<file path="src/hw/rtl/mte_pkg.sv">
// shared types and constants of the multi-turn encoder tracker
// no dependencies; every other rtl file of the tracker but mte_div takes names from here
`default_nettype none

package mte_pkg;

	// fixed field widths
	localparam int SAMPLE_ANGLE_W = 14;
	localparam int JUMP_W         = 14;
	localparam int SCALE_W        = 24;
	localparam int INTERVAL_W     = 20;
	localparam int TIME_W         = 32;
	localparam int VEL_W          = 48;
	localparam int CFG_IDX_W      = 2;
	localparam int CFG_DATA_W     = 24;

	// low byte layout
	localparam int NO_MAGNET_BIT  = 1;

	// serial multiplier: operand b is taken one byte per cycle, msb first
	localparam int MUL_CHUNK      = 8;
	localparam int MUL_B_W        = 24;
	localparam int MUL_STEPS      = MUL_B_W / MUL_CHUNK;
	localparam int MUL_CNT_W      = 2;

	localparam logic [MUL_B_W-1:0] US_PER_S = 24'd1000000;

	// saturation bounds
	localparam logic [31:0]      POS_MAX   = 32'h7fff_ffff;
	localparam logic [31:0]      POS_MIN   = 32'h8000_0000;
	localparam logic [VEL_W-1:0] VEL_MAX   = 48'h7fff_ffff_ffff;
	localparam logic [VEL_W-1:0] VEL_MIN   = 48'h8000_0000_0000;
	localparam logic [15:0]      VOUT_MAX  = 16'h7fff;
	localparam logic [15:0]      VOUT_MIN  = 16'h8000;

	// register reset values
	localparam logic [SCALE_W-1:0]    SCALE_RST    = 24'd144000;
	localparam logic [JUMP_W-1:0]     JUMP_LOW_RST  = 14'd300;
	localparam logic [JUMP_W-1:0]     JUMP_HIGH_RST = 14'd16000;
	localparam logic [INTERVAL_W-1:0] INTERVAL_RST  = 20'd2000;

	typedef enum logic [CFG_IDX_W-1:0] {
		CFG_SCALE_Q16,
		CFG_JUMP_LOW,
		CFG_JUMP_HIGH,
		CFG_MIN_INTERVAL
	} mte_cfg_idx_t;

	typedef struct packed {
		logic [SCALE_W-1:0]    scale_q16;
		logic [JUMP_W-1:0]     jump_low;
		logic [JUMP_W-1:0]     jump_high;
		logic [INTERVAL_W-1:0] min_interval_us;
	} mte_cfg_t;

	typedef struct packed {
		logic [7:0]        high_byte;
		logic [7:0]        low_byte;
		logic [TIME_W-1:0] now_us;
		logic              rezero;
	} mte_in_t;

	// classified item passed from the front end to the back end
	typedef struct packed {
		logic                      frame_ok;
		logic [SAMPLE_ANGLE_W-1:0] sample_angle;
		logic [TIME_W-1:0]         now_us;
		logic                      rezero;
	} mte_item_t;

	typedef struct packed {
		logic signed [31:0] position_cdeg;
		logic signed [15:0] velocity_cdeg_s;
		logic [13:0]        angle_raw;
		logic signed [15:0] turn_total;
		logic               frame_ok;
		logic               jump_rejected;
	} mte_out_t;

endpackage

`default_nettype wire

</file>
<file path="src/hw/rtl/mte_front.sv">
// front end: takes encoder samples, checks flag and parity, registers the item
// uses mte_pkg
`default_nettype none

module mte_front (
	input  wire                 clk,
	input  wire                 arst_n,
	input  wire                 sample_valid,
	output logic                sample_stall,
	input  mte_pkg::mte_in_t    sample,
	output logic                push_valid,
	input  wire                 push_stall,
	output mte_pkg::mte_item_t  push_item
);

	logic               valid_s1;
	mte_pkg::mte_item_t item_s1;
	mte_pkg::mte_item_t item_c;
	logic               load;
	logic [15:0]        frame_word;

	assign load         = !valid_s1 || !push_stall;
	assign sample_stall = !load;
	assign frame_word   = {sample.high_byte, sample.low_byte};

	// even parity over the whole frame word, no-magnet flag must be clear
	always_comb begin
		item_c.frame_ok     = !sample.low_byte[mte_pkg::NO_MAGNET_BIT] && !(^frame_word);
		item_c.sample_angle = {sample.high_byte, sample.low_byte[7:2]};
		item_c.now_us       = sample.now_us;
		item_c.rezero       = sample.rezero;
	end

	always_ff @(posedge clk or negedge arst_n) begin
		if (!arst_n) begin
			valid_s1 <= 1'b0;
		end else if (load) begin
			valid_s1 <= sample_valid;
		end
	end

	always_ff @(posedge clk) begin
		if (load && sample_valid) begin
			item_s1 <= item_c;
		end
	end

	assign push_valid = valid_s1;
	assign push_item  = item_s1;

endmodule

`default_nettype wire

</file>
<file path="src/hw/rtl/mte_fifo.sv">
// small item queue between front end and back end
// uses mte_pkg for the item type
`default_nettype none

module mte_fifo #(
	parameter int DEPTH = 2
) (
	input  wire                 clk,
	input  wire                 arst_n,
	input  wire                 wr_valid,
	output logic                wr_stall,
	input  mte_pkg::mte_item_t  wr_item,
	output logic                rd_valid,
	input  wire                 rd_stall,
	output mte_pkg::mte_item_t  rd_item
);

	localparam int PTR_W = $clog2(DEPTH);
	localparam int CNT_W = $clog2(DEPTH + 1);

	mte_pkg::mte_item_t mem_q [DEPTH];
	logic [PTR_W-1:0]   wr_ptr_q;
	logic [PTR_W-1:0]   rd_ptr_q;
	logic [CNT_W-1:0]   count_q;
	logic               do_wr;
	logic               do_rd;

	assign wr_stall = (count_q == CNT_W'(DEPTH));
	assign rd_valid = (count_q != '0);
	assign do_wr    = wr_valid && !wr_stall;
	assign do_rd    = rd_valid && !rd_stall;
	assign rd_item  = mem_q[rd_ptr_q];

	always_ff @(posedge clk or negedge arst_n) begin
		if (!arst_n) begin
			wr_ptr_q <= '0;
			rd_ptr_q <= '0;
			count_q  <= '0;
		end else begin
			if (do_wr) begin
				wr_ptr_q <= (wr_ptr_q == PTR_W'(DEPTH - 1)) ? '0 : wr_ptr_q + PTR_W'(1);
			end
			if (do_rd) begin
				rd_ptr_q <= (rd_ptr_q == PTR_W'(DEPTH - 1)) ? '0 : rd_ptr_q + PTR_W'(1);
			end
			if (do_wr && !do_rd) begin
				count_q <= count_q + CNT_W'(1);
			end else if (do_rd && !do_wr) begin
				count_q <= count_q - CNT_W'(1);
			end
		end
	end

	always_ff @(posedge clk) begin
		if (do_wr) begin
			mem_q[wr_ptr_q] <= wr_item;
		end
	end

endmodule

`default_nettype wire

</file>
<file path="src/hw/rtl/mte_div.sv">
// restoring bit-serial divider, one quotient bit per cycle
// no package dependencies
`default_nettype none

module mte_div #(
	parameter int NUM_W = 58,
	parameter int DEN_W = 32
) (
	input  wire              clk,
	input  wire              arst_n,
	input  wire              start,
	input  wire [NUM_W-1:0]  numer,
	input  wire [DEN_W-1:0]  denom,
	output logic             done,
	output logic [NUM_W-1:0] quotient
);

	localparam int CNT_W = $clog2(NUM_W);

	logic             busy_q;
	logic             done_q;
	logic [CNT_W-1:0] cnt_q;
	logic [DEN_W-1:0] rem_q;
	logic [DEN_W-1:0] den_q;
	logic [NUM_W-1:0] quo_q;
	logic [DEN_W:0]   rem_sh;
	logic [DEN_W:0]   rem_sub;
	logic             fit;
	logic             last_step;

	// numerator bits shift out of quo_q as quotient bits shift in
	assign rem_sh    = {rem_q, quo_q[NUM_W-1]};
	assign fit       = (rem_sh >= {1'b0, den_q});
	assign rem_sub   = rem_sh - {1'b0, den_q};
	assign last_step = busy_q && !start && (cnt_q == CNT_W'(NUM_W - 1));

	always_ff @(posedge clk or negedge arst_n) begin
		if (!arst_n) begin
			busy_q <= 1'b0;
			done_q <= 1'b0;
			cnt_q  <= '0;
			rem_q  <= '0;
			den_q  <= '0;
			quo_q  <= '0;
		end else begin
			done_q <= last_step;
			if (start) begin
				busy_q <= 1'b1;
				cnt_q  <= '0;
				rem_q  <= '0;
				den_q  <= denom;
				quo_q  <= numer;
			end else if (busy_q) begin
				rem_q <= fit ? rem_sub[DEN_W-1:0] : rem_sh[DEN_W-1:0];
				quo_q <= {quo_q[NUM_W-2:0], fit};
				if (last_step) begin
					busy_q <= 1'b0;
				end else begin
					cnt_q <= cnt_q + CNT_W'(1);
				end
			end
		end
	end

	assign done     = done_q;
	assign quotient = quo_q;

endmodule

`default_nettype wire

</file>
<file path="src/hw/rtl/mte_back.sv">
// back end: turn tracking, position scaling and filtered velocity sequencer
// uses mte_pkg and mte_div; shares one byte-serial multiply-accumulate
`default_nettype none

module mte_back #(
	parameter int ANGLE_BITS = 14
) (
	input  wire                 clk,
	input  wire                 arst_n,
	input  mte_pkg::mte_cfg_t   cfg,
	input  wire                 item_valid,
	output logic                item_stall,
	input  mte_pkg::mte_item_t  item,
	output logic                result_valid,
	input  wire                 result_stall,
	output mte_pkg::mte_out_t   result
);

	localparam int D_W    = ANGLE_BITS + 1;
	localparam int T_W    = ANGLE_BITS + 16;
	localparam int A_W    = ANGLE_BITS + 24;
	localparam int P_W    = A_W + mte_pkg::MUL_B_W;
	localparam int PP_W   = A_W + mte_pkg::MUL_CHUNK;
	localparam int NUM_W  = ANGLE_BITS + 44;
	localparam int SH_W   = P_W - 16;
	localparam int VEL_W  = mte_pkg::VEL_W;
	localparam int V3_W   = VEL_W + 2;
	localparam int F_W    = VEL_W + 3;
	localparam int TIME_W = mte_pkg::TIME_W;
	localparam int CNT_W  = mte_pkg::MUL_CNT_W;
	localparam int MB_W   = mte_pkg::MUL_B_W;
	localparam int MC     = mte_pkg::MUL_CHUNK;
	localparam int JW     = mte_pkg::JUMP_W;
	localparam int CMP_W  = (ANGLE_BITS > JW) ? ANGLE_BITS : JW;
	localparam int IV_W   = mte_pkg::INTERVAL_W;
	localparam int HALF_TURN = 1 << (ANGLE_BITS - 1);

	localparam logic signed [D_W-1:0] HALF_POS = D_W'(HALF_TURN);
	localparam logic signed [D_W-1:0] HALF_NEG = -HALF_POS;

	typedef enum logic [3:0] {
		ST_IDLE,
		ST_JUMP,
		ST_POS_LOAD,
		ST_POS_MUL,
		ST_POS_FIN,
		ST_VEL_CHK,
		ST_VEL_MUL1,
		ST_VEL_MID,
		ST_VEL_MUL2,
		ST_DIV_GO,
		ST_DIV_WAIT,
		ST_RAW,
		ST_FILT1,
		ST_FILT2,
		ST_FILT3,
		ST_OUT
	} state_t;

	state_t state_q;

	// current item
	logic                 ok_q;
	logic                 rezero_q;
	logic [TIME_W-1:0]    now_q;
	logic [ANGLE_BITS-1:0] angle_q;
	logic                 rejected_q;

	// tracker state
	logic [ANGLE_BITS-1:0] last_angle_q;
	logic [15:0]           turn_q;
	logic signed [31:0]    abs_pos_q;
	logic signed [31:0]    home_q;
	logic [ANGLE_BITS-1:0] vel_prev_q;
	logic [TIME_W-1:0]     last_vel_time_q;
	logic signed [VEL_W-1:0] velocity_q;

	// multiply-accumulate and velocity datapath
	logic [A_W-1:0]        mac_a_q;
	logic [MB_W-1:0]       mac_b_q;
	logic [CNT_W-1:0]      mac_cnt_q;
	logic [P_W-1:0]        acc_q;
	logic                  neg_q;
	logic [TIME_W-1:0]     dt_q;
	logic signed [VEL_W-1:0] raw_q;
	logic signed [V3_W-1:0]  vel3_q;
	logic signed [F_W-1:0]   sum_q;

	logic                  result_valid_q;
	mte_pkg::mte_out_t     result_q;

	// combinational helpers
	logic [ANGLE_BITS-1:0] angle_in;
	logic signed [D_W-1:0] delta;
	logic signed [D_W-1:0] delta_abs;
	logic                  jump_hit;
	logic signed [T_W-1:0] total;
	logic [T_W-1:0]        total_mag;
	logic [PP_W-1:0]       pp;
	logic                  mac_last;
	logic [SH_W-1:0]       sh;
	logic [31:0]           pos_val;
	logic [TIME_W-1:0]     dt;
	logic [IV_W-1:0]       need;
	logic                  vel_go;
	logic signed [D_W-1:0] vd;
	logic signed [D_W-1:0] vd_w;
	logic signed [D_W-1:0] vd_abs;
	logic                  div_start;
	logic                  div_done;
	logic [NUM_W-1:0]      div_quo;
	logic [VEL_W-1:0]      raw_val;
	logic signed [F_W-1:0] fadj;
	logic signed [32:0]    pos_diff;
	logic [31:0]           pos_sat;
	logic signed [VEL_W-1:0] vadj;
	logic [31:0]           vs;
	logic                  vs_fits;
	logic [15:0]           vout;

	assign angle_in = ANGLE_BITS'(item.sample_angle);

	// jump test
	assign delta     = signed'({1'b0, angle_q}) - signed'({1'b0, last_angle_q});
	assign delta_abs = delta[D_W-1] ? -delta : delta;
	assign jump_hit  = (CMP_W'(delta_abs[ANGLE_BITS-1:0]) > CMP_W'(cfg.jump_low)) &&
		(CMP_W'(delta_abs[ANGLE_BITS-1:0]) < CMP_W'(cfg.jump_high));

	// signed total count is turns and angle side by side
	assign total     = signed'({turn_q, last_angle_q});
	assign total_mag = total[T_W-1] ? T_W'(-total) : T_W'(total);

	// byte-serial multiply, msb byte of b first
	assign pp       = PP_W'(mac_a_q) * PP_W'(mac_b_q[MB_W-1 -: MC]);
	assign mac_last = (mac_cnt_q == CNT_W'(mte_pkg::MUL_STEPS - 1));

	// magnitude >> 16, signed back and saturated
	assign sh = acc_q[P_W-1:16];
	always_comb begin
		if (neg_q) begin
			pos_val = (sh > SH_W'(mte_pkg::POS_MIN)) ? mte_pkg::POS_MIN : -sh[31:0];
		end else begin
			pos_val = (sh > SH_W'(mte_pkg::POS_MAX)) ? mte_pkg::POS_MAX : sh[31:0];
		end
	end

	// velocity interval check and wrapped angle change
	assign dt     = now_q - last_vel_time_q;
	assign need   = (cfg.min_interval_us == '0) ? IV_W'(1) : cfg.min_interval_us;
	assign vel_go = (dt >= TIME_W'(need));
	assign vd     = signed'({1'b0, last_angle_q}) - signed'({1'b0, vel_prev_q});
	// adding or removing a full turn only flips the sign bit at this width
	assign vd_w   = (vd > HALF_POS || vd < HALF_NEG) ? {~vd[D_W-1], vd[D_W-2:0]} : vd;
	assign vd_abs = vd_w[D_W-1] ? -vd_w : vd_w;

	assign div_start = (state_q == ST_DIV_GO);

	mte_div #(
		.NUM_W(NUM_W),
		.DEN_W(TIME_W)
	) u_div (
		.clk     (clk),
		.arst_n  (arst_n),
		.start   (div_start),
		.numer   (acc_q[NUM_W-1:0]),
		.denom   (dt_q),
		.done    (div_done),
		.quotient(div_quo)
	);

	always_comb begin
		if (neg_q) begin
			raw_val = (div_quo > NUM_W'(mte_pkg::VEL_MIN)) ? mte_pkg::VEL_MIN : -div_quo[VEL_W-1:0];
		end else begin
			raw_val = (div_quo > NUM_W'(mte_pkg::VEL_MAX)) ? mte_pkg::VEL_MAX : div_quo[VEL_W-1:0];
		end
	end

	// divide by four toward zero; result always fits the filter width
	assign fadj = sum_q + (sum_q[F_W-1] ? F_W'(3) : F_W'(0));

	// output conversion
	assign pos_diff = 33'(abs_pos_q) - 33'(home_q);
	assign pos_sat  = (pos_diff[32] != pos_diff[31]) ?
		(pos_diff[32] ? mte_pkg::POS_MIN : mte_pkg::POS_MAX) : pos_diff[31:0];
	assign vadj     = velocity_q + (velocity_q[VEL_W-1] ? VEL_W'(65535) : VEL_W'(0));
	assign vs       = vadj[VEL_W-1:16];
	assign vs_fits  = (&vs[31:15]) || !(|vs[31:15]);
	assign vout     = vs_fits ? vs[15:0] : (vs[31] ? mte_pkg::VOUT_MIN : mte_pkg::VOUT_MAX);

	assign item_stall = (state_q != ST_IDLE);

	always_ff @(posedge clk or negedge arst_n) begin
		if (!arst_n) begin
			state_q         <= ST_IDLE;
			ok_q            <= 1'b0;
			rezero_q        <= 1'b0;
			now_q           <= '0;
			angle_q         <= '0;
			rejected_q      <= 1'b0;
			last_angle_q    <= '0;
			turn_q          <= '0;
			abs_pos_q       <= '0;
			home_q          <= '0;
			vel_prev_q      <= '0;
			last_vel_time_q <= '0;
			velocity_q      <= '0;
			mac_a_q         <= '0;
			mac_b_q         <= '0;
			mac_cnt_q       <= '0;
			acc_q           <= '0;
			neg_q           <= 1'b0;
			dt_q            <= '0;
			raw_q           <= '0;
			vel3_q          <= '0;
			sum_q           <= '0;
			result_valid_q  <= 1'b0;
			result_q        <= '0;
		end else begin
			// the output state sets valid itself
			if (result_valid_q && !result_stall && state_q != ST_OUT) begin
				result_valid_q <= 1'b0;
			end

			case (state_q)
				ST_IDLE: begin
					if (item_valid) begin
						ok_q     <= item.frame_ok;
						rezero_q <= item.rezero;
						now_q    <= item.now_us;
						angle_q  <= item.frame_ok ? angle_in : last_angle_q;
						state_q  <= ST_JUMP;
					end
				end

				ST_JUMP: begin
					if (rezero_q) begin
						turn_q          <= '0;
						last_angle_q    <= angle_q;
						vel_prev_q      <= angle_q;
						last_vel_time_q <= now_q;
						rejected_q      <= 1'b0;
						state_q         <= ST_POS_LOAD;
					end else if (jump_hit) begin
						rejected_q <= 1'b1;
						state_q    <= ST_VEL_CHK;
					end else begin
						rejected_q <= 1'b0;
						if (delta > HALF_POS) begin
							turn_q <= turn_q - 16'd1;
						end else if (delta < HALF_NEG) begin
							turn_q <= turn_q + 16'd1;
						end
						last_angle_q <= angle_q;
						state_q      <= ST_POS_LOAD;
					end
				end

				ST_POS_LOAD: begin
					mac_a_q   <= A_W'(total_mag);
					mac_b_q   <= cfg.scale_q16;
					mac_cnt_q <= '0;
					acc_q     <= '0;
					neg_q     <= total[T_W-1];
					state_q   <= ST_POS_MUL;
				end

				ST_POS_MUL: begin
					acc_q     <= (acc_q << MC) + P_W'(pp);
					mac_b_q   <= mac_b_q << MC;
					mac_cnt_q <= mac_cnt_q + CNT_W'(1);
					if (mac_last) begin
						state_q <= ST_POS_FIN;
					end
				end

				ST_POS_FIN: begin
					abs_pos_q <= pos_val;
					if (rezero_q) begin
						home_q  <= pos_val;
						state_q <= ST_OUT;
					end else begin
						state_q <= ST_VEL_CHK;
					end
				end

				ST_VEL_CHK: begin
					if (vel_go) begin
						mac_a_q         <= A_W'(vd_abs[ANGLE_BITS-1:0]);
						mac_b_q         <= cfg.scale_q16;
						mac_cnt_q       <= '0;
						acc_q           <= '0;
						neg_q           <= vd_w[D_W-1];
						dt_q            <= dt;
						vel_prev_q      <= last_angle_q;
						last_vel_time_q <= now_q;
						state_q         <= ST_VEL_MUL1;
					end else begin
						state_q <= ST_OUT;
					end
				end

				ST_VEL_MUL1: begin
					acc_q     <= (acc_q << MC) + P_W'(pp);
					mac_b_q   <= mac_b_q << MC;
					mac_cnt_q <= mac_cnt_q + CNT_W'(1);
					if (mac_last) begin
						state_q <= ST_VEL_MID;
					end
				end

				ST_VEL_MID: begin
					mac_a_q   <= acc_q[A_W-1:0];
					mac_b_q   <= mte_pkg::US_PER_S;
					mac_cnt_q <= '0;
					acc_q     <= '0;
					state_q   <= ST_VEL_MUL2;
				end

				ST_VEL_MUL2: begin
					acc_q     <= (acc_q << MC) + P_W'(pp);
					mac_b_q   <= mac_b_q << MC;
					mac_cnt_q <= mac_cnt_q + CNT_W'(1);
					if (mac_last) begin
						state_q <= ST_DIV_GO;
					end
				end

				ST_DIV_GO: begin
					state_q <= ST_DIV_WAIT;
				end

				ST_DIV_WAIT: begin
					if (div_done) begin
						state_q <= ST_RAW;
					end
				end

				ST_RAW: begin
					raw_q   <= raw_val;
					state_q <= ST_FILT1;
				end

				ST_FILT1: begin
					vel3_q  <= V3_W'(velocity_q) + (V3_W'(velocity_q) <<< 1);
					state_q <= ST_FILT2;
				end

				ST_FILT2: begin
					sum_q   <= F_W'(raw_q) + F_W'(vel3_q);
					state_q <= ST_FILT3;
				end

				ST_FILT3: begin
					velocity_q <= fadj[F_W-2:2];
					state_q    <= ST_OUT;
				end

				ST_OUT: begin
					if (!result_valid_q || !result_stall) begin
						result_q.position_cdeg   <= pos_sat;
						result_q.velocity_cdeg_s <= vout;
						result_q.angle_raw       <= 14'(last_angle_q);
						result_q.turn_total      <= turn_q;
						result_q.frame_ok        <= ok_q;
						result_q.jump_rejected   <= rejected_q;
						result_valid_q           <= 1'b1;
						state_q                  <= ST_IDLE;
					end
				end

				default: begin
					state_q <= ST_IDLE;
				end
			endcase
		end
	end

	assign result_valid = result_valid_q;
	assign result       = result_q;

endmodule

`default_nettype wire

</file>
<file path="src/hw/rtl/multiturn_encoder_tracker.sv">
// top level of the multi-turn encoder tracker: config registers and wiring
// uses mte_pkg, mte_front, mte_fifo and mte_back
// Tracks a 14-bit absolute encoder over many turns. Each sample item carries
// the two angle register bytes, a microsecond timestamp and a rezero flag; one
// result item comes back per sample with position in centidegrees relative to
// home, a 1/4-new low-pass velocity in centidegrees per second, the last good
// angle, the turn count and two status flags. Bad frames (no-magnet flag set
// or odd parity) reuse the last angle; jumps strictly between jump_low and
// jump_high are dropped as glitches. The front end classifies and registers
// each sample and feeds a short queue, so samples keep flowing in while the
// back end works. The back end handles one item at a time and takes the next
// only once idle again; a velocity update uses the bit-serial divider,
// which turns the angle change into a rate, one quotient bit per cycle.
// Configuration is written through cfg_wr_en / cfg_index / cfg_wdata; the
// user must write it while no item is in flight; the block does not enforce it.
`default_nettype none

module multiturn_encoder_tracker #(
	parameter int ANGLE_BITS  = 14,
	parameter int QUEUE_DEPTH = 2
) (
	input  wire                                 clk,
	input  wire                                 arst_n,
	// sample channel
	input  wire                                 sample_valid,
	output logic                                sample_stall,
	input  mte_pkg::mte_in_t                    sample,
	// result channel
	output logic                                result_valid,
	input  wire                                 result_stall,
	output mte_pkg::mte_out_t                   result,
	// configuration write port
	input  wire                                 cfg_wr_en,
	input  wire [mte_pkg::CFG_IDX_W-1:0]        cfg_index,
	input  wire [mte_pkg::CFG_DATA_W-1:0]       cfg_wdata
);

	mte_pkg::mte_cfg_t  cfg_q;

	// front end to queue
	logic               push_valid;
	logic               push_stall;
	mte_pkg::mte_item_t push_item;

	// queue to back end
	logic               pop_valid;
	logic               pop_stall;
	mte_pkg::mte_item_t pop_item;

	// register writes, each field keeps its low bits of the write data
	always_ff @(posedge clk or negedge arst_n) begin
		if (!arst_n) begin
			cfg_q.scale_q16       <= mte_pkg::SCALE_RST;
			cfg_q.jump_low        <= mte_pkg::JUMP_LOW_RST;
			cfg_q.jump_high       <= mte_pkg::JUMP_HIGH_RST;
			cfg_q.min_interval_us <= mte_pkg::INTERVAL_RST;
		end else if (cfg_wr_en) begin
			case (cfg_index)
				mte_pkg::CFG_SCALE_Q16: begin
					cfg_q.scale_q16 <= cfg_wdata[mte_pkg::SCALE_W-1:0];
				end
				mte_pkg::CFG_JUMP_LOW: begin
					cfg_q.jump_low <= cfg_wdata[mte_pkg::JUMP_W-1:0];
				end
				mte_pkg::CFG_JUMP_HIGH: begin
					cfg_q.jump_high <= cfg_wdata[mte_pkg::JUMP_W-1:0];
				end
				mte_pkg::CFG_MIN_INTERVAL: begin
					cfg_q.min_interval_us <= cfg_wdata[mte_pkg::INTERVAL_W-1:0];
				end
				default: begin
					cfg_q <= cfg_q;
				end
			endcase
		end
	end

	// flag and parity check, one register stage
	mte_front u_front (
		.clk         (clk),
		.arst_n      (arst_n),
		.sample_valid(sample_valid),
		.sample_stall(sample_stall),
		.sample      (sample),
		.push_valid  (push_valid),
		.push_stall  (push_stall),
		.push_item   (push_item)
	);

	// decouples sample intake from the multi-cycle back end
	mte_fifo #(
		.DEPTH(QUEUE_DEPTH)
	) u_fifo (
		.clk     (clk),
		.arst_n  (arst_n),
		.wr_valid(push_valid),
		.wr_stall(push_stall),
		.wr_item (push_item),
		.rd_valid(pop_valid),
		.rd_stall(pop_stall),
		.rd_item (pop_item)
	);

	// turn tracking, scaling and velocity filter, with its own result register
	mte_back #(
		.ANGLE_BITS(ANGLE_BITS)
	) u_back (
		.clk         (clk),
		.arst_n      (arst_n),
		.cfg         (cfg_q),
		.item_valid  (pop_valid),
		.item_stall  (pop_stall),
		.item        (pop_item),
		.result_valid(result_valid),
		.result_stall(result_stall),
		.result      (result)
	);

endmodule

`default_nettype wire
</file>
<file path="config.mk">
export PLATFORM = sky130hd
export DESIGN_NAME = multiturn_encoder_tracker
export DESIGN_NICKNAME = d
export VERILOG_FILES = /design/src/hw/rtl/mte_pkg.sv /design/src/hw/rtl/mte_front.sv /design/src/hw/rtl/mte_fifo.sv /design/src/hw/rtl/mte_div.sv /design/src/hw/rtl/mte_back.sv /design/src/hw/rtl/multiturn_encoder_tracker.sv
export SDC_FILE = /design/constraint.sdc
export NUM_CORES = 2
export LEC_CHECK = 0
export ABC_AREA = 1
export ABC_CLOCK_PERIOD_IN_PS = 8700
export CAP_MARGIN = 20
export CORE_ASPECT_RATIO = 1.4
export CORE_MARGIN = 2
export CORE_UTILIZATION = 40
export CTS_CLUSTER_SIZE = 25
export DETAILED_ROUTE_END_ITERATION = 7
export DONT_BUFFER_PORTS = 1
export GPL_TIMING_DRIVEN = 0
export SLEW_MARGIN = 20
export SYNTH_ARGS = -nofsm -noshare
export SYNTH_HDL_FRONTEND = slang
export SYNTH_SLANG_ARGS = --single-unit
</file>
<file path="constraint.sdc">
create_clock -name clk -period 8.7 [get_ports clk]
set_input_delay 0.87 -clock clk [delete_from_list [all_inputs] [get_ports clk]]
set_output_delay 0.87 -clock clk [all_outputs]
set_load 0.05 [all_outputs]
</file>
* Yosys cells after proc, flatten, opt, wreduce, memory -nomap -nowiden
Memories as Yosys holds them, arrays and structs flattened.
Index checks and enable logic that the tools add are counted.
** Word-level totals
- RAM bits :: 96
- Bits in registers :: 885
- Logic and storage cells :: 253
- Output and inout port bits :: 82
- Bits in read-only memories :: 0
- Bits in latches :: 0
- Memories kept :: 1
- Bits of input ports :: 80
** Memory list
- u_fifo.mem_q :: depth 2, bits a word 48, read ports 1, clocked after memory_dff 0, wr ports 1, RTL line mte_fifo.sv:21 : mte_pkg::mte_item_t mem_q [DEPTH];
** Operators by class
- Reductions and logical operators :: 62
- Bitwise logic cells :: 1
- Shift operators :: 0
- Add/subtract/negate cells :: 23
- Equality and inequality tests :: 33
- Div/mod/pow operators :: 0
- Magnitude comparators :: 12
- Multiply operators :: 1
- Muxes and demuxes :: 73
** Operator list (count)
- $mux W32 :: 10
- $pmux W62 S3 :: 1
- $mux W48 :: 3
- $mux W58 :: 2
- $pmux W38 S3 :: 1
- $mux W16 :: 7
- $mux W14 :: 7
- $pmux W24 S4 :: 1
- $pmux W32 S2 :: 1
- $pmux W4 S16 :: 1
- $sub A32 B32 Y32 :: 2
- $add A62 B46 Y62 :: 1
- $mux W62 :: 1
- $gt A58 B47 Y1 const B :: 1
- $gt A58 B48 Y1 const B :: 1
- $add A48 B50 Y51 :: 1
- $add A48 B49 Y50 :: 1
- $add A50 B50 Y50 :: 1
- $add A48 B17 Y48 :: 1
- $neg A48 Y48 :: 1
- $gt A46 B31 Y1 const B :: 1
- $gt A46 B32 Y1 const B :: 1
- $mul A38 B8 Y46 :: 1
- $mux W38 :: 1
- 58 further kinds :: 156

* Logic depth before layout (Yosys ltp)
- Word-level depth :: 8
- Depth in mapped cells :: 31

* By module
A second synthesis with hierarchy kept.
** Unflattened totals
- Cells, all modules :: 10413
- Area total of the unflattened synthesis :: 74729.2 um^2
** Modules (own cells, without submodules)
- mte_back :: cells an instance 8446, seq. area each 15765.1 um^2, times used 1, area each 57701.6 um^2
- mte_div :: cells an instance 1210, seq. area each 3253.1 um^2, times used 1, area each 8456.9 um^2
- mte_fifo :: cells an instance 284, seq. area each 2982.9 um^2, times used 1, area each 3728.6 um^2
- multiturn_encoder_tracker :: cells an instance 321, seq. area each 1828.0 um^2, times used 1, area each 2986.6 um^2
- mte_front :: cells an instance 152, seq. area each 1466.4 um^2, times used 1, area each 1855.5 um^2

* Worst setup path before layout
No wires, ideal clock.
- Kind :: reg-to-reg
- From :: register u_back.mac_b_q[17]
- To :: register u_back.acc_q[58]
- Path buffers :: 2
- Arrival time :: 4.893 ns
- Required time :: 8.582 ns
- Path slack :: 3.689 ns
- Setup time :: 0.118 ns
- Cell stages (with the launch flop) :: 23
- Cells stage by stage :: dfrtp_1 > clkbuf_1 > buf_1 > nand2_1 > fa_1 > inv_1 > fa_1 > inv_1 > fa_1 > fa_1 > inv_1 > ha_1 > nand2_1 > nor2_1 > inv_1 > nor3_1 > nand3_1 > nand3_1 > a21oi_1 > o21ai_0 > nand3_1 > nand3_1 > nand2_1
** On the way
- Cells in the longest elaborated chain, start to end :: 3
** RTL lines
- start: declaration :: RTL line mte_back.sv:80 : logic [MB_W-1:0] mac_b_q;
- start signal: assignment :: RTL line mte_back.sv:261 : mac_b_q <= cfg.scale_q16;
- start signal: assignment :: RTL line mte_back.sv:270 : mac_b_q <= mac_b_q << MC;
- start signal: assignment :: RTL line mte_back.sv:290 : mac_b_q <= cfg.scale_q16;
- $mul A38 B8 Y46 :: RTL line mte_back.sv:134 : assign pp = PP_W'(mac_a_q) * PP_W'(mac_b_q[MB_W-1 -: MC]);
- $add A62 B46 Y62 :: RTL line mte_back.sv:269, mte_back.sv:304, mte_back.sv:321
- $pmux W62 S3 :: RTL line mte_back.sv:225 : case (state_q)
- end signal: assignment :: RTL line mte_back.sv:269 : acc_q <= (acc_q << MC) + P_W'(pp);
- end signal: assignment :: RTL line mte_back.sv:304 : acc_q <= (acc_q << MC) + P_W'(pp);
- end signal: assignment :: RTL line mte_back.sv:321 : acc_q <= (acc_q << MC) + P_W'(pp);
- end: declaration :: RTL line mte_back.sv:82 : logic [P_W-1:0] acc_q;
No other way between the ends.
A chain may end at the register's enable or synchronous reset.

* Worst setup path after layout
- From :: register u_back.mac_b_q[19]
- To :: register u_back.acc_q[44]
The elaborated chain is that of the path after synthesis.

==> results.cfg <==
[outcome]
status = complete, no violations

[placed_design]
pre_cts_ws_ns = 1.68
placed_area_sq_um = 76200
dp.cells = 12430
portBuffers = 0
dpl.hpwl_microns = 215000
place.gp.congestion = 1.01

[layout]
fillers = 18867
syn2layout_area_growth_pct = 9.56
finalNonFillerCells = 12628
multi_input_area_sq_um = 40600
drive_gt1_frac = 0.0371
regArea_sq_um = 25300
nNetsFinal = 10833
final_area_sq_um = 80000

[setup_path]
crit_path_frequent_cell = nand2_1
cp_max_fo = 10
cp.required_ns = 9.39
max_stage_delay_ns = 0.74
start_kind = flop
critical_path.cell_chain = clkbuf_1, buf_1, nand2_1, fa_1, fa_1, inv_1, fa_1, fa_1, ha_1, inv_1, o21ai_0, a21o_1, nand2_1, nand2_1, a21oi_1, o21ai_0, nand2_1, nand2_1, or2_2, nand3_1, nand2_1
critPathCaptureType = flop
cp.arrival_ns = 7.79
path_class = reg2reg
cp_slowest_cell = clkbuf_1

[clock_tree]
cts_resized = 0
cts_sinks = 981
root_buffer = clkbuf_16
clockBufferDepth = 3
htreeDepth = 3
cts_tree = done
cts_buffers = 104
insertion_delay_ns = 0.79
path_clk_slew_ns = 0.06

[drt]
post_drt_wl_per_cell_microns = 20.9
remaining_drc_errors = 0
drt-total-wl_microns = 264000
num_vias = 66433
avgViaCountPerCell = 5.26
dr.pass1.iters = 6
ant_nets = 0
first_iter_violations = 4553

[timing]
finalSetupViolations = 0
timing.fmax_mhz = 141
finalClockSkew_ns = 0.0490
hold_slack_ns = 0.135
finalHoldViolations = 0
fin_crit_ns = 7.11
layout_setup_ws_ns = 1.59
min_period_over_period = 0.817
tightest_slew_ns = 1.18
slew_viol_final = 0
slew_headroom = 0.212
finalSetupTns_ns = 0
grt_setup_unrepaired = no

[synthesis]
syn_nets = 10712
ys_seq_elements = 981
ys.flop_type = dfrtp_1
synth_top_cell_area_share = 0.280
netlist-cell-type-count = 66
async_flop_share = 0.853
yosysSeqAreaShare = 0.347
synth_edf_count = 144
yosys.area.top_type = dfrtp_1
synth_area_leaders = dfrtp_1, nand2_1, inv_1, fa_1, ha_1
yosysWarnings = 0
netlist_area_sq_um = 73000
syn_area_per_cell_sq_um = 7.31
synthCells = 9991

[grt]
antenna_found_initial = 16
grt_use_total = 0.282
overflow = 0
grt_pass1_vias = 67081
grt_pass1_wl_microns = 399000
grt_max_degree = 838

[die]
die_w_microns = 365
core_sq_um = 181000
num_rows = 185
ios = 162
start_util = 0.402
die_height_microns = 509
die_area_sq_um = 186000

[job]
drv_cap = 0

[power]
power_density_nw_per_um2 = 129
p_leak_nw = 40.7
vdd.ir_drop.worst_mv = 0.273

[min_path]
hp-class = in2async
-- placed cells by master (no fill, tap or decap), types with 13 or more instances in the layout --
master,count
nand3b_1,35
o221ai_1,44
a21boi_0,19
a21o_1,29
nor4_1,55
inv_1,1497
buf_2,24
o21ai_0,723
xnor2_1,91
ha_1,380
o211ai_1,42
a31oi_1,69
buf_1,15
o21a_1,20
nand3_1,632
bufinv_16,14
nand4_1,82
xor2_1,199
or2_2,53
o21ai_1,13
nor3_1,118
nor2_1,831
o21bai_1,34
clkbuf_1,275
edfxtp_1,144
dfstp_2,21
a21oi_1,501
nor2_2,14
dfrtp_1,816
buf_4,17
fa_1,261
nand2_1,2768
clkbuf_16,104
buf_6,17
o31ai_1,44
a22oi_1,16
-- layer usage --
metal	vias to the layer above	part of all wire	track usage
met2	1715	0.52	0.520
met1	31858	0.38	0.315
met5	-	0.00026	0
li1	32294	-	-
met4	12	0.060	0.151
met3	554	0.040	0.0323
-- repair_timing --
action | 4_1_cts | 5_1_grt
endpoints found under the hold margin | 816 | 76
setup buffers | 0 | 0
setup endpoints to repair | 0 | 0
-- sequential cells by signal, summed over array words and instances, names as in the netlist, 38 cells and up --
signal and flops:
u_fifo.mem_q 96, u_back.result 80, cfg_q 72, u_back.acc_q 62, u_back.u_div.quotient 58, u_back.sum_q 51, u_back.vel3_q 50, u_back.raw_q 48
u_back.velocity_q 48, u_front.push_item 48, u_back.mac_a_q 38
-- Yosys cell counts (6+ instances only) --
cell type  count
buf_2         24
buf_6         16
and3_1         8
xnor2_1       91
nor2_1       837
a21oi_1      501
inv_1       1498
o21bai_1      34
buf_1         14
clkinv_1       6
a31oi_1       69
nand2_1     2768
o22a_1         6
xor2_1       199
o31ai_1       44
clkbuf_1     264
nor2_2        10
fa_1         261
a21boi_0      19
nand3b_1      35
o22ai_1        7
inv_2         11
o221ai_1      44
nand2_2        9
dfstp_2       21
nor3_1       119
o21ai_1       13
a21o_1        29
a22oi_1       16
ha_1         380
o21a_1        20
nand3_1      632
and2_1         9
o21ai_0      723
nor3_2         7
buf_4         16
o211ai_1      42
dfrtp_1      816
edfxtp_1     144
a211oi_1       6
nand4_1       82
nor4_1        55
or2_2         53
-- through the flow --
step | utilization | total power [W]
2_1_floorplan | - | 0.00538
3_3_place_gp | 0.419 | 0.00549
3_5_place_dp | 0.420 | 0.00553
4_1_cts | 0.440 | 0.0104
5_1_grt | 0.441 | 0.0107
6_report | 0.441 | 0.0103
-- worst max-delay path: cells and delay by family (launching register included) --
| kind | cells | cell delay (ns) |
|---|---|---|
| and+or+nand+nor | 8 | 0.97 |
| adders and majority gates | 5 | 2.47 |
| DFF | 1 | 0.39 |
| buffers and inverters | 4 | 1.60 |
| AOI/OAI and AO/OA | 4 | 1.58 |
-- kinds of logic after synthesis --
kind of cell             count (synthesis)  share of synthesized area
AND/OR/NAND/NOR                       4633                      0.262
AO/OA/AOI/OAI                         1594                      0.122
adder cells (fa/ha/maj)                641                      0.137
buffers and inverters                 1851                     0.0981
XOR/XNOR                               291                     0.0350
flip-flops                             981                      0.347
-- final timing paths --
check | start | end | slack, ns | cells after the start
setup / recovery | u_back.mac_b_q[19] | u_back.acc_q[44] | 1.59 | 21
hold / removal | arst_n | u_back.velocity_q[15] | 0.13 | 1
setup reg to reg | u_back.mac_b_q[19] | u_back.acc_q[44] | 1.59 | 21
hold reg to reg | u_front.push_item[9] | u_fifo.mem_q[0][9] | 0.44 | 0
max in group asynchronous | arst_n | u_back.result[25] | 5.83 | 4
min in group clk | sample[0] | u_front.push_item[0] | 0.18 | 0
-- final cells by class --
class,count,area share
Antenna cell,2,0.0000626
Buffer,336,0.0185
Clock buffer,127,0.0347
Clock inverter,62,0.0104
Inverter,1515,0.0711
Multi-Input combinational cell,7159,0.507
Sequential cell,981,0.316
Tap cell,2431,0.0380
Timing Repair Buffer,15,0.00360
-- power by group --
part / switching (W) / internal [W] / leakage [nW]
logic: 0.000344 / 0.000127 / 26.3
clock network: 0.00209 / 0.00272 / 1.74
registers: 0.0000869 / 0.00496 / 12.6
Power figures use the tool's default switching activity.
